**src/rtl/core/crc_framed_packet_builder_assert.svh**
```systemverilog
// Assertion macros for the framed packet builder.
// Each macro samples on clk_i and is disabled while rst_ni is low.
`ifndef CRC_FRAMED_PACKET_BUILDER_ASSERT_SVH
`define CRC_FRAMED_PACKET_BUILDER_ASSERT_SVH

// Same-cycle implication.
`define CFPB_ASSERT_IMPL(label, ante, cons, msg) \
  label: assert property (@(posedge clk_i) disable iff (!rst_ni) (ante) |-> (cons)) \
    else $error(msg);

// Next-cycle implication.
`define CFPB_ASSERT_NEXT(label, ante, cons, msg) \
  label: assert property (@(posedge clk_i) disable iff (!rst_ni) (ante) |=> (cons)) \
    else $error(msg);

`endif

```
**src/rtl/core/cfpb_pkg.sv**
```systemverilog
// Shared types and constants of the framed packet builder.
// No dependencies; used by the engine, the serializer and the top level.
package cfpb_pkg;

  localparam int MaxResults = 9;
  localparam int CountW     = 4;

  typedef enum logic [1:0] {
    CmdBegin    = 2'd0,
    CmdPayload  = 2'd1,
    CmdSeqReset = 2'd2,
    CmdUnused   = 2'd3
  } cmd_e;

  // Byte group produced by one request; byte 0 goes out first.
  typedef struct packed {
    logic [MaxResults-1:0][7:0] bytes;
    logic [CountW-1:0]          count;
    logic                       close;
  } bundle_t;

endpackage

```
**src/rtl/core/cfpb_frame_engine.sv**
```systemverilog
// Frame state (sequence, CRC, remaining count) and the byte-parallel CRC.
// Depends on cfpb_pkg; builds one byte group per consumed request.
module cfpb_frame_engine (
  input  logic               clk_i,
  input  logic               rst_ni,
  input  logic               step_i,
  input  cfpb_pkg::cmd_e     cmd_i,
  input  logic [7:0]         frame_type_i,
  input  logic [15:0]        payload_length_i,
  input  logic [7:0]         payload_byte_i,
  output cfpb_pkg::bundle_t  bundle_o
);

  localparam logic [7:0]  StartCode = 8'h24;
  localparam logic [7:0]  EndCode   = 8'h0D;
  localparam logic [15:0] CrcSeed   = 16'hFFFF;
  localparam logic [15:0] CrcPoly   = 16'h1021;

  // Augmented CRC: shift message bits in at the bottom, MSB first.
  function automatic logic [15:0] crc_shift_byte(logic [15:0] crc, logic [7:0] b);
    logic [15:0] c;
    logic        fb;
    c = crc;
    for (int i = 0; i < 8; i++) begin
      fb = c[15];
      c  = {c[14:0], b[7-i]};
      if (fb) begin
        c = c ^ CrcPoly;
      end
    end
    return c;
  endfunction

  logic [15:0] seq_q, seq_d;
  logic [15:0] crc_q, crc_d;
  logic [15:0] rem_q, rem_d;
  logic        open_q, open_d;

  logic [5:0][7:0]  hdr;
  logic [6:0][15:0] crc_h;
  logic [15:0]      crc_pay;
  logic [15:0]      rem_dec;
  logic [15:0]      crc_pre;
  logic [15:0]      crc_z1;
  logic [15:0]      crc_fin;

  assign hdr = {payload_length_i[15:8], payload_length_i[7:0], frame_type_i,
                seq_q[15:8], seq_q[7:0], StartCode};

  always_comb begin
    crc_h[0] = CrcSeed;
    for (int i = 0; i < 6; i++) begin
      crc_h[i+1] = crc_shift_byte(crc_h[i], hdr[i]);
    end
  end

  assign crc_pay = crc_shift_byte(crc_q, payload_byte_i);
  assign rem_dec = rem_q - 16'd1;
  assign crc_pre = (cmd_i == cfpb_pkg::CmdBegin) ? crc_h[6] : crc_pay;
  assign crc_z1  = crc_shift_byte(crc_pre, 8'h00);
  assign crc_fin = crc_shift_byte(crc_z1, 8'h00);

  always_comb begin
    seq_d          = seq_q;
    crc_d          = crc_q;
    rem_d          = rem_q;
    open_d         = open_q;
    bundle_o       = '0;
    case (cmd_i)
      cfpb_pkg::CmdBegin: begin
        seq_d = seq_q + 16'd1;
        for (int i = 0; i < 6; i++) begin
          bundle_o.bytes[i] = hdr[i];
        end
        if (payload_length_i == 16'd0) begin
          bundle_o.bytes[6] = crc_fin[7:0];
          bundle_o.bytes[7] = crc_fin[15:8];
          bundle_o.bytes[8] = EndCode;
          bundle_o.count    = cfpb_pkg::CountW'(9);
          bundle_o.close    = 1'b1;
          crc_d             = CrcSeed;
          rem_d             = 16'd0;
          open_d            = 1'b0;
        end else begin
          bundle_o.count = cfpb_pkg::CountW'(6);
          crc_d          = crc_h[6];
          rem_d          = payload_length_i;
          open_d         = 1'b1;
        end
      end
      cfpb_pkg::CmdPayload: begin
        if (open_q) begin
          bundle_o.bytes[0] = payload_byte_i;
          if (rem_dec == 16'd0) begin
            bundle_o.bytes[1] = crc_fin[7:0];
            bundle_o.bytes[2] = crc_fin[15:8];
            bundle_o.bytes[3] = EndCode;
            bundle_o.count    = cfpb_pkg::CountW'(4);
            bundle_o.close    = 1'b1;
            crc_d             = CrcSeed;
            rem_d             = 16'd0;
            open_d            = 1'b0;
          end else begin
            bundle_o.count = cfpb_pkg::CountW'(1);
            crc_d          = crc_pay;
            rem_d          = rem_dec;
          end
        end
      end
      cfpb_pkg::CmdSeqReset: begin
        seq_d = 16'd0;
      end
      default: begin
        // unused command: no change
      end
    endcase
  end

  always_ff @(posedge clk_i or negedge rst_ni) begin
    if (!rst_ni) begin
      seq_q  <= 16'd0;
      crc_q  <= CrcSeed;
      rem_q  <= 16'd0;
      open_q <= 1'b0;
    end else if (step_i) begin
      seq_q  <= seq_d;
      crc_q  <= crc_d;
      rem_q  <= rem_d;
      open_q <= open_d;
    end
  end

endmodule

```
**src/rtl/core/cfpb_byte_serializer.sv**
```systemverilog
// Result register and byte shifter that drives the output stream.
// Depends on cfpb_pkg and crc_framed_packet_builder_assert.svh.
`include "crc_framed_packet_builder_assert.svh"

module cfpb_byte_serializer (
  input  logic              clk_i,
  input  logic              rst_ni,
  input  logic              load_i,
  input  cfpb_pkg::bundle_t bundle_i,
  output logic              free_o,
  output logic              m_axis_tvalid_o,
  input  logic              m_axis_tready_i,
  output logic [7:0]        m_axis_tdata_o,   // [7:0] out_byte
  output logic              m_axis_tuser_o,   // [0] frame_end
  output logic              m_axis_tlast_o    // run_last
);

  localparam int N = cfpb_pkg::MaxResults;

  logic [N-1:0][7:0]           bytes_q, bytes_d;
  logic [cfpb_pkg::CountW-1:0] count_q, count_d;
  logic                        close_q, close_d;
  logic                        emit;
  logic                        last;

  assign last            = (count_q == cfpb_pkg::CountW'(1));
  assign emit            = m_axis_tvalid_o && m_axis_tready_i;
  assign free_o          = (count_q == '0) || (emit && last);
  assign m_axis_tvalid_o = (count_q != '0);
  assign m_axis_tdata_o  = bytes_q[0];
  assign m_axis_tlast_o  = last;
  assign m_axis_tuser_o  = close_q && last;

  always_comb begin
    bytes_d = bytes_q;
    count_d = count_q;
    close_d = close_q;
    if (load_i) begin
      bytes_d = bundle_i.bytes;
      count_d = bundle_i.count;
      close_d = bundle_i.close;
    end else if (emit) begin
      // advance to the next byte of the group
      bytes_d = {8'h00, bytes_q[N-1:1]};
      count_d = count_q - cfpb_pkg::CountW'(1);
    end
  end

  always_ff @(posedge clk_i or negedge rst_ni) begin
    if (!rst_ni) begin
      count_q <= '0;
      close_q <= 1'b0;
    end else begin
      count_q <= count_d;
      close_q <= close_d;
    end
  end

  always_ff @(posedge clk_i) begin
    bytes_q <= bytes_d;
  end

  `CFPB_ASSERT_IMPL(a_load_when_free, load_i, free_o, "byte group loaded over pending bytes")
  `CFPB_ASSERT_IMPL(a_load_count, load_i,
                    bundle_i.count != '0 && bundle_i.count <= cfpb_pkg::CountW'(N),
                    "byte group with bad count")
  `CFPB_ASSERT_NEXT(a_count_step, emit && !last && !load_i,
                    m_axis_tvalid_o && count_q == $past(count_q) - cfpb_pkg::CountW'(1),
                    "byte count did not step down")
  `CFPB_ASSERT_IMPL(a_end_is_last, m_axis_tuser_o, m_axis_tlast_o,
                    "frame end flagged before the last byte of a group")

endmodule

```
**src/rtl/core/crc_framed_packet_builder.sv**
```systemverilog
// Framed packet builder: input request register, frame engine, byte serializer.
// The first byte of a request is offered from the serializer's result register, after the
// request has passed the input request register and been loaded by the frame engine.
// Throughput: one request per cycle while each request yields at most one byte and the sink
// takes each byte; a request yielding N bytes (N up to 9) holds back later byte-yielding requests.
// Reset: sequence number 0, CRC at seed 0xFFFF, no frame open, both registers empty.
// Depends on cfpb_pkg, cfpb_frame_engine and cfpb_byte_serializer.
module crc_framed_packet_builder (
  input  logic        clk_i,
  input  logic        rst_ni,
  input  logic        s_axis_tvalid_i,
  output logic        s_axis_tready_o,
  input  logic [31:0] s_axis_tdata_i,   // [7:0] frame_type, [23:8] payload_length,
                                        // [31:24] payload_byte
  input  logic [1:0]  s_axis_tuser_i,   // [1:0] cmd
  output logic        m_axis_tvalid_o,
  input  logic        m_axis_tready_i,
  output logic [7:0]  m_axis_tdata_o,   // [7:0] out_byte
  output logic        m_axis_tuser_o,   // [0] frame_end
  output logic        m_axis_tlast_o    // run_last
);

  logic              in_valid_q;
  logic [31:0]       in_data_q;
  logic [1:0]        in_cmd_q;
  logic              free;
  logic              consume;
  logic              load;
  cfpb_pkg::bundle_t bundle;

  // Requests that yield no bytes pass without waiting on the serializer.
  assign consume         = in_valid_q && (free || (bundle.count == '0));
  assign load            = consume && (bundle.count != '0);
  assign s_axis_tready_o = !in_valid_q || consume;

  always_ff @(posedge clk_i or negedge rst_ni) begin
    if (!rst_ni) begin
      in_valid_q <= 1'b0;
    end else if (s_axis_tready_o) begin
      in_valid_q <= s_axis_tvalid_i;
    end
  end

  always_ff @(posedge clk_i) begin
    if (s_axis_tready_o && s_axis_tvalid_i) begin
      in_data_q <= s_axis_tdata_i;
      in_cmd_q  <= s_axis_tuser_i;
    end
  end

  cfpb_frame_engine u_engine (
    .clk_i            (clk_i),
    .rst_ni           (rst_ni),
    .step_i           (consume),
    .cmd_i            (cfpb_pkg::cmd_e'(in_cmd_q)),
    .frame_type_i     (in_data_q[7:0]),
    .payload_length_i (in_data_q[23:8]),
    .payload_byte_i   (in_data_q[31:24]),
    .bundle_o         (bundle)
  );

  cfpb_byte_serializer u_serializer (
    .clk_i           (clk_i),
    .rst_ni          (rst_ni),
    .load_i          (load),
    .bundle_i        (bundle),
    .free_o          (free),
    .m_axis_tvalid_o (m_axis_tvalid_o),
    .m_axis_tready_i (m_axis_tready_i),
    .m_axis_tdata_o  (m_axis_tdata_o),
    .m_axis_tuser_o  (m_axis_tuser_o),
    .m_axis_tlast_o  (m_axis_tlast_o)
  );

endmodule

```
**config.mk**
```make
export PLATFORM = sky130hd
export DESIGN_NAME = crc_framed_packet_builder
export DESIGN_NICKNAME = d
export VERILOG_FILES = /design/src/rtl/core/cfpb_pkg.sv /design/src/rtl/core/cfpb_frame_engine.sv /design/src/rtl/core/cfpb_byte_serializer.sv /design/src/rtl/core/crc_framed_packet_builder.sv
export VERILOG_INCLUDE_DIRS = /design/src /design/src/rtl/core
export SDC_FILE = /design/constraint.sdc
export NUM_CORES = 1
export LEC_CHECK = 0
export BUFFER_PORTS_ARGS = -buffer_cell sky130_fd_sc_hd__buf_2
export CORE_UTILIZATION = 60
export DETAILED_ROUTE_END_ITERATION = 10
export PLACE_DENSITY_LB_ADDON = 0.3
export SLEW_MARGIN = 20
export SYNTH_ARGS = -nofsm -noshare
export SYNTH_HDL_FRONTEND = slang
export SYNTH_SLANG_ARGS = --single-unit
```
**constraint.sdc**
```tcl
create_clock -name clk_i -period 4.6 [get_ports clk_i]
set_clock_uncertainty 0.05 [all_clocks]
set_input_delay 0.23 -clock clk_i [delete_from_list [all_inputs] [get_ports clk_i]]
set_output_delay 0.23 -clock clk_i [all_outputs]
set_load 0.02 [all_outputs]
```
# --- Yosys cells after proc, flatten, opt, wreduce, memory -nomap -nowiden ---
# Cells that the tools add are included.
totals:
  reg_bits: 161
  wordCells: 198
op_classes:
  n_addsub: 3
  n_eq_ne: 4
  muxes: 87
  n_bitwise: 63
  reduce_logical: 23
ops:
  columns: ["op", "count"]
  rows:
  - ["$mux 13", 60]
  - ["$not 3->3", 60]
  - ["$mux 72", 2]
  - ["$mux 16", 7]
  - ["$pmux 16 s2", 3]
  - ["$pmux 37 s2", 1]
  - ["$mux 20", 2]
  - ["$mux 37", 1]
  - ["$mux 36", 1]
  - ["$logic_not 16->1", 2]
  - ["$add 16x1->16 const B", 1]
  - ["$sub 16x1->16 const B", 1]
  - ["$mux 4", 3]
  - ["$logic_not 4->1", 2]
  - ["$reduce_bool 4->1", 2]
  - ["$logic_and 1x1->1", 6]
  - ["$not 2->3", 2]
  - ["$reduce_bool 2->1", 3]
  - ["$mux 1", 5]
  - ["$eq 4x1->1 const B", 1]
  - ["$reduce_and 2->1", 2]
  - ["$sub 4x1->4 const B", 1]
  - ["$logic_or 1x1->1", 3]
  - ["$mux 3", 1]
  - ["8 further kinds", 8]

# --- Logic depth before layout (Yosys ltp) ---
logic_depth:
  depth_word: 113
  mapped_depth: 12

# --- Cells and area by module ---
# Synthesis repeated with hierarchy kept, for this count alone.
unflattened:
  hier_cells: 863
  area_unflattened_um2: 9661.8
by_module_without_submodules:
  columns: ["module", "n_inst", "cells_per_inst", "area_each_um2", "seq_area_each_um2"]
  rows:
  - ["cfpb_frame_engine", 1, 622, 5178.7, 1246.2]
  - ["cfpb_byte_serializer", 1, 198, 3383.2, 2287.2]
  - ["crc_framed_packet_builder", 1, 43, 1099.8, 1046.0]

# --- Worst setup path after synthesis ---
# No wires, ideal clock.
synth_timing:
  path_type: "register to register"
  startpoint: "reg u_serializer.count_q[0] (netlist name)"
  endpoint: "reg u_serializer.count_q[2] (netlist name)"
  arrival_ps: 3116
  required_time_ps: 4475
  path_slack_ps: 1359
  path_stages_with_launch: 10
  path_buffers: 1
  synth_period_minus_slack_ps: 3241
  cell_sequence: "dfrtp_1 > inv_1 > ha_1 > a21oi_1 > nor3_1 > nand2_1 > clkbuf_1 > nand2_1 > a22oi_1 > nand2_1"
synth_between:
  elab_chain_len: 8
synth_lines:
  columns: ["item", "line_no", "rtl"]
  rows:
  - ["from (decl)", "cfpb_byte_serializer.sv:21", "logic [cfpb_pkg::CountW-1:0] count_q, count_d;"]
  - ["from (signal assigned)", "cfpb_byte_serializer.sv:54", "count_q <= count_d;"]
  - ["branches (longest 8 deep; another with $sub 4x1->4)", null, null]
# Parallel ways; which one is timed is not known. The select of a mux whose other input is x is not followed.
# A chain may end at the register's enable or synchronous reset.

==> summary.txt <==
Run status
  • Outcome: finished, final reports clean

Timing
  • Max-Slew Margin vs Limit: approximately a third
  • Upper clock frequency limit: about 260 MHz
  • Setup repair after global routing missed its margin: false
  • Setup TNS: 0 ns
  • Final setup viols: 0
  • Transition time of the tightest slew-check pin: just under 1 ns
  • Final worst path period need: approximately 3.9 ns
  • Final-report max-slew violation count: 0
  • Final Cycle Share: between 80% and 90%
  • Final worst setup slack: slightly below 0.7 ns
  • Hold violation count in the final report: 0

Logic synthesis
  • Simple-gate share of the synthesized area: 10.88%
  • Synth top area share: between 30 and 40%
  • Fraction of synthesized area in multiplexers: less than 1%
  • Most frequent cell after synthesis: edfxtp_1
  • Cell area after synthesis: between 9000 and 10000 um^2
  • Share of the synthesized netlist area taken by xor and xnor gates: 21.58%
  • Largest family of logic cells by synthesized area: XOR/XNOR gates
  • Synth top cells by count: edfxtp_1, xnor2_1, nand2_1, nor2_1, o21ai_0
  • Post-synthesis average cell area: about 11 um^2
  • Count of flip-flops with a built-in enable after synthesis: between 90 and 100
  • YS warnings: 0
  • Number of unique standard cell types used by synthesis: 62
  • Synth Register Bits: between 150 and 200
  • FFs w/ async S/R, synth: 35.71%
  • Area fraction in compound gates after synthesis: between 10 and 15%
  • Total nets after synthesis: approximately 860
  • Top area cells in the synthesized netlist: edfxtp_1, dfrtp_1, xnor2_1
  • Gate count of the mapped netlist: 820
  • Post-Synth Adder-Cell Area: less than 1%
  • Primary FF master, synth: edfxtp_1
  • Post-synthesis cell type with the largest combined area: edfxtp_1
  • Sequential cell area fraction in the yosys report: between 40% and 50%

Clock network
  • Buffer cell driving the clock tree root: clkbuf_16
  • Clock latency on the worst-skew pair: around 0.44 ns
  • Count of buffers added by post-CTS timing repair for setup: 0
  • Clock tree from TritonCTS: yes
  • Clock transition at the registers of the reported paths: roughly 0.07 ns
  • Num Clock Sinks: about 150
  • Num CTS Buffers: 17
  • Maximum clock path buffer count: 2
  • Hold buffers post-CTS: 36
  • Count of H-tree levels built during CTS: 4
  • Post-CTS Resized: 0

Routing
  • ANT nets after route: 0
  • Detailed router's first-iteration violation count: ~830
  • Remaining design rule violation count: 0
  • Drt via density: 6.271
  • Routed wire per std cell: around 22 um
  • Routed vias: approximately 6800
  • 1st-pass router iterations: 6
  • Detailed-route wire length: between 20 and 25 mm

Placed design
  • Total of buffers placed on input and output ports: 49
  • Global placement routability congestion: between 0.9 and 1
  • Placement Cell Area: 9316 um^2
  • Cell count after placement: a little over 1000
  • Half-perimeter wire length after placement: approximately 17 mm
  • Setup WS pre-CTS: a little under 0.8 ns

Worst setup path
  • CP Capture Point: u_serializer.bytes_q[20]$_DFFE_PP_
  • Highest-delay cell along the critical path: dfrtp_1
  • Worst flop-to-flop path endpoint: u_serializer.bytes_q[20]$_DFFE_PP_
  • Setup slack of the worst register-to-register path: 0.69 ns
  • Worst EP arrival: roughly 4 ns
  • Critical Path RT: about 4.7 ns
  • Cell Chain, Critical Path: xor3_1 -> xnor3_1 -> xnor3_1 -> nand2_1 -> o21ai_0 -> xnor2_1 -> xnor2_2 -> xnor2_1 -> o22ai_1
  • Startpoint of the most critical setup path: u_engine.seq_q[3]$_DFFE_PN0P_
  • CP Launch Type: flop
  • Worst R2R Path Depth: 9
  • Kind of end point of the critical path: flop
  • Largest stage delay on the critical path: ~0.7 ns
  • WS Path Type: reg -> reg
  • Critical Path Fanout Max: 12
  • Launch point of the worst reg-to-reg path: u_engine.seq_q[3]$_DFFE_PN0P_

Worst hold path
  • Classification of the worst-slack hold path: in -> reg

Die
  • Die span in x: 124.6 um
  • Die Span Y: 124.6 um
  • Core outline area: roughly 15000 um^2
  • Full die area: 15530 um^2
  • Initial core utilization: 61.85%
  • Floorplan row count: 44
  • Number of top-level pins: 50

Global routing
  • Overall overflow remaining after global route: 0
  • Antenna violations before repair: 0
  • Via count of the first global-routing pass: 6654
  • Pin count of the biggest net entering global routing: just under 70
  • Global-route wire length before repair: around 38 mm
  • Global-route total usage across every layer: about 32%

Final layout
  • Final standard cell area without fillers: roughly 10000 um^2
  • Antenna diode count: 0
  • Proportion of layout cells with a drive suffix above 1: between 10% and 20%
  • Area growth syn-to-layout: 13.75%
  • Number of nets at the end of the flow: between 900 and 1000
  • Cell Count, Final, Fillers Out: 1082

Flow run
  • Max Cap Viol: 0
## critical path: cells and delay by family (launching register included)
| family | cells | cell delay, ns |
|---|---|---|
| xor gates and xnor gates | 6 | 2.36 |
| DFF | 1 | 0.69 |
| AOI/OAI and AO/OA | 2 | 0.42 |
| and+or+nand+nor | 1 | 0.10 |
## routing by layer
| metal | vias to the layer above | track usage, % | part of all wire, % |
|---|---|---|---|
| li1 | 3055 | - | - |
| met5 | - | 0 | 0 |
| met1 | 3311 | 43.80 | 41 |
| met2 | 360 | 51.77 | 47 |
| met4 | 0 | 12.90 | 3.3 |
| met3 | 59 | 6.443 | 8.6 |
## area by class of cell
class / instances / area (um^2)
sequential: 154 / 4369
multi-input combinational: 602 / 4340
fill: 1032 / 4324
timing repair buffer: 97 / 693.2
clock buffer: 18 / 439.2
tap: 184 / 230.2
clock inverter: 14 / 143.9
inverter: 13 / 48.80
## cells by family after synthesis
group | Yosys count
AOI/OAI and AO/OA | 203
adders and majority gates | 5
buffers and inverters | 64
DFF | 154
xor gates and xnor gates | 168
and+or+nand+nor | 220
muxes | 6
## how the worst min path moves through the flow
| stage | slack, ns | endpoint | from | depth (start not counted) |
|---|---|---|---|---|
| finish | 0.11 | u_serializer.count_q[1]$_DFFE_PN0P_ | m_axis_tready_i | 4 |
| global route | 0.14 | u_serializer.count_q[1]$_DFFE_PN0P_ | m_axis_tready_i | 4 |
| detailed placement | 0.36 | in_data_q[8]$_DFFE_PP_ | s_axis_tdata_i[8] | 1 |
| floorplan | -0.12 | in_valid_q$_DFFE_PN0P_ | rst_ni | 0 |
| CTS | 0.10 | u_serializer.count_q[2]$_DFFE_PN0P_ | m_axis_tready_i | 4 |
| global placement | 0.36 | u_engine.seq_q[12]$_DFFE_PN0P_ | rst_ni | 2 |
## metrics by stage
stage / hold WS [ns] / util [%]
2_1_floorplan: -0.1156 / -
3_3_place_gp: 0.3560 / 63.86
3_5_place_dp: 0.3581 / 63.86
4_1_cts: 0.1009 / 70.33
5_1_grt: 0.1446 / 70.36
6_report: 0.1139 / 70.36
## cell usage in the layout (no fill, tap or decap), types with 18 or more instances in the layout
cell	Yosys	final
a21oi_1	53	53
a22o_1	27	27
buf_2	2	50
dfrtp_1	39	39
dlygate4sd3_1	0	36
edfxtp_1	99	99
nand2_1	78	76
nand3_1	18	18
nor2_1	68	67
o21ai_0	68	68
xnor2_1	91	91
xor2_1	40	40
## registers in the layout, indices dropped and copies added, names as in the netlist
signal                       count
u_serializer.close_q             1
u_serializer.count_q             4
u_serializer.bytes_q            57
u_engine.open_q                  1
in_data_q                       32
in_valid_q                       1
u_engine.rem_q                  16
in_cmd_q                         2
u_engine.crc_q                  16
u_serializer.m_axis_tdata_o      8
u_engine.seq_q                  16
Power is left out: the tool's default activity adds up to more than one toggle a clock period on the data nets, which glitch-free logic cannot reach.
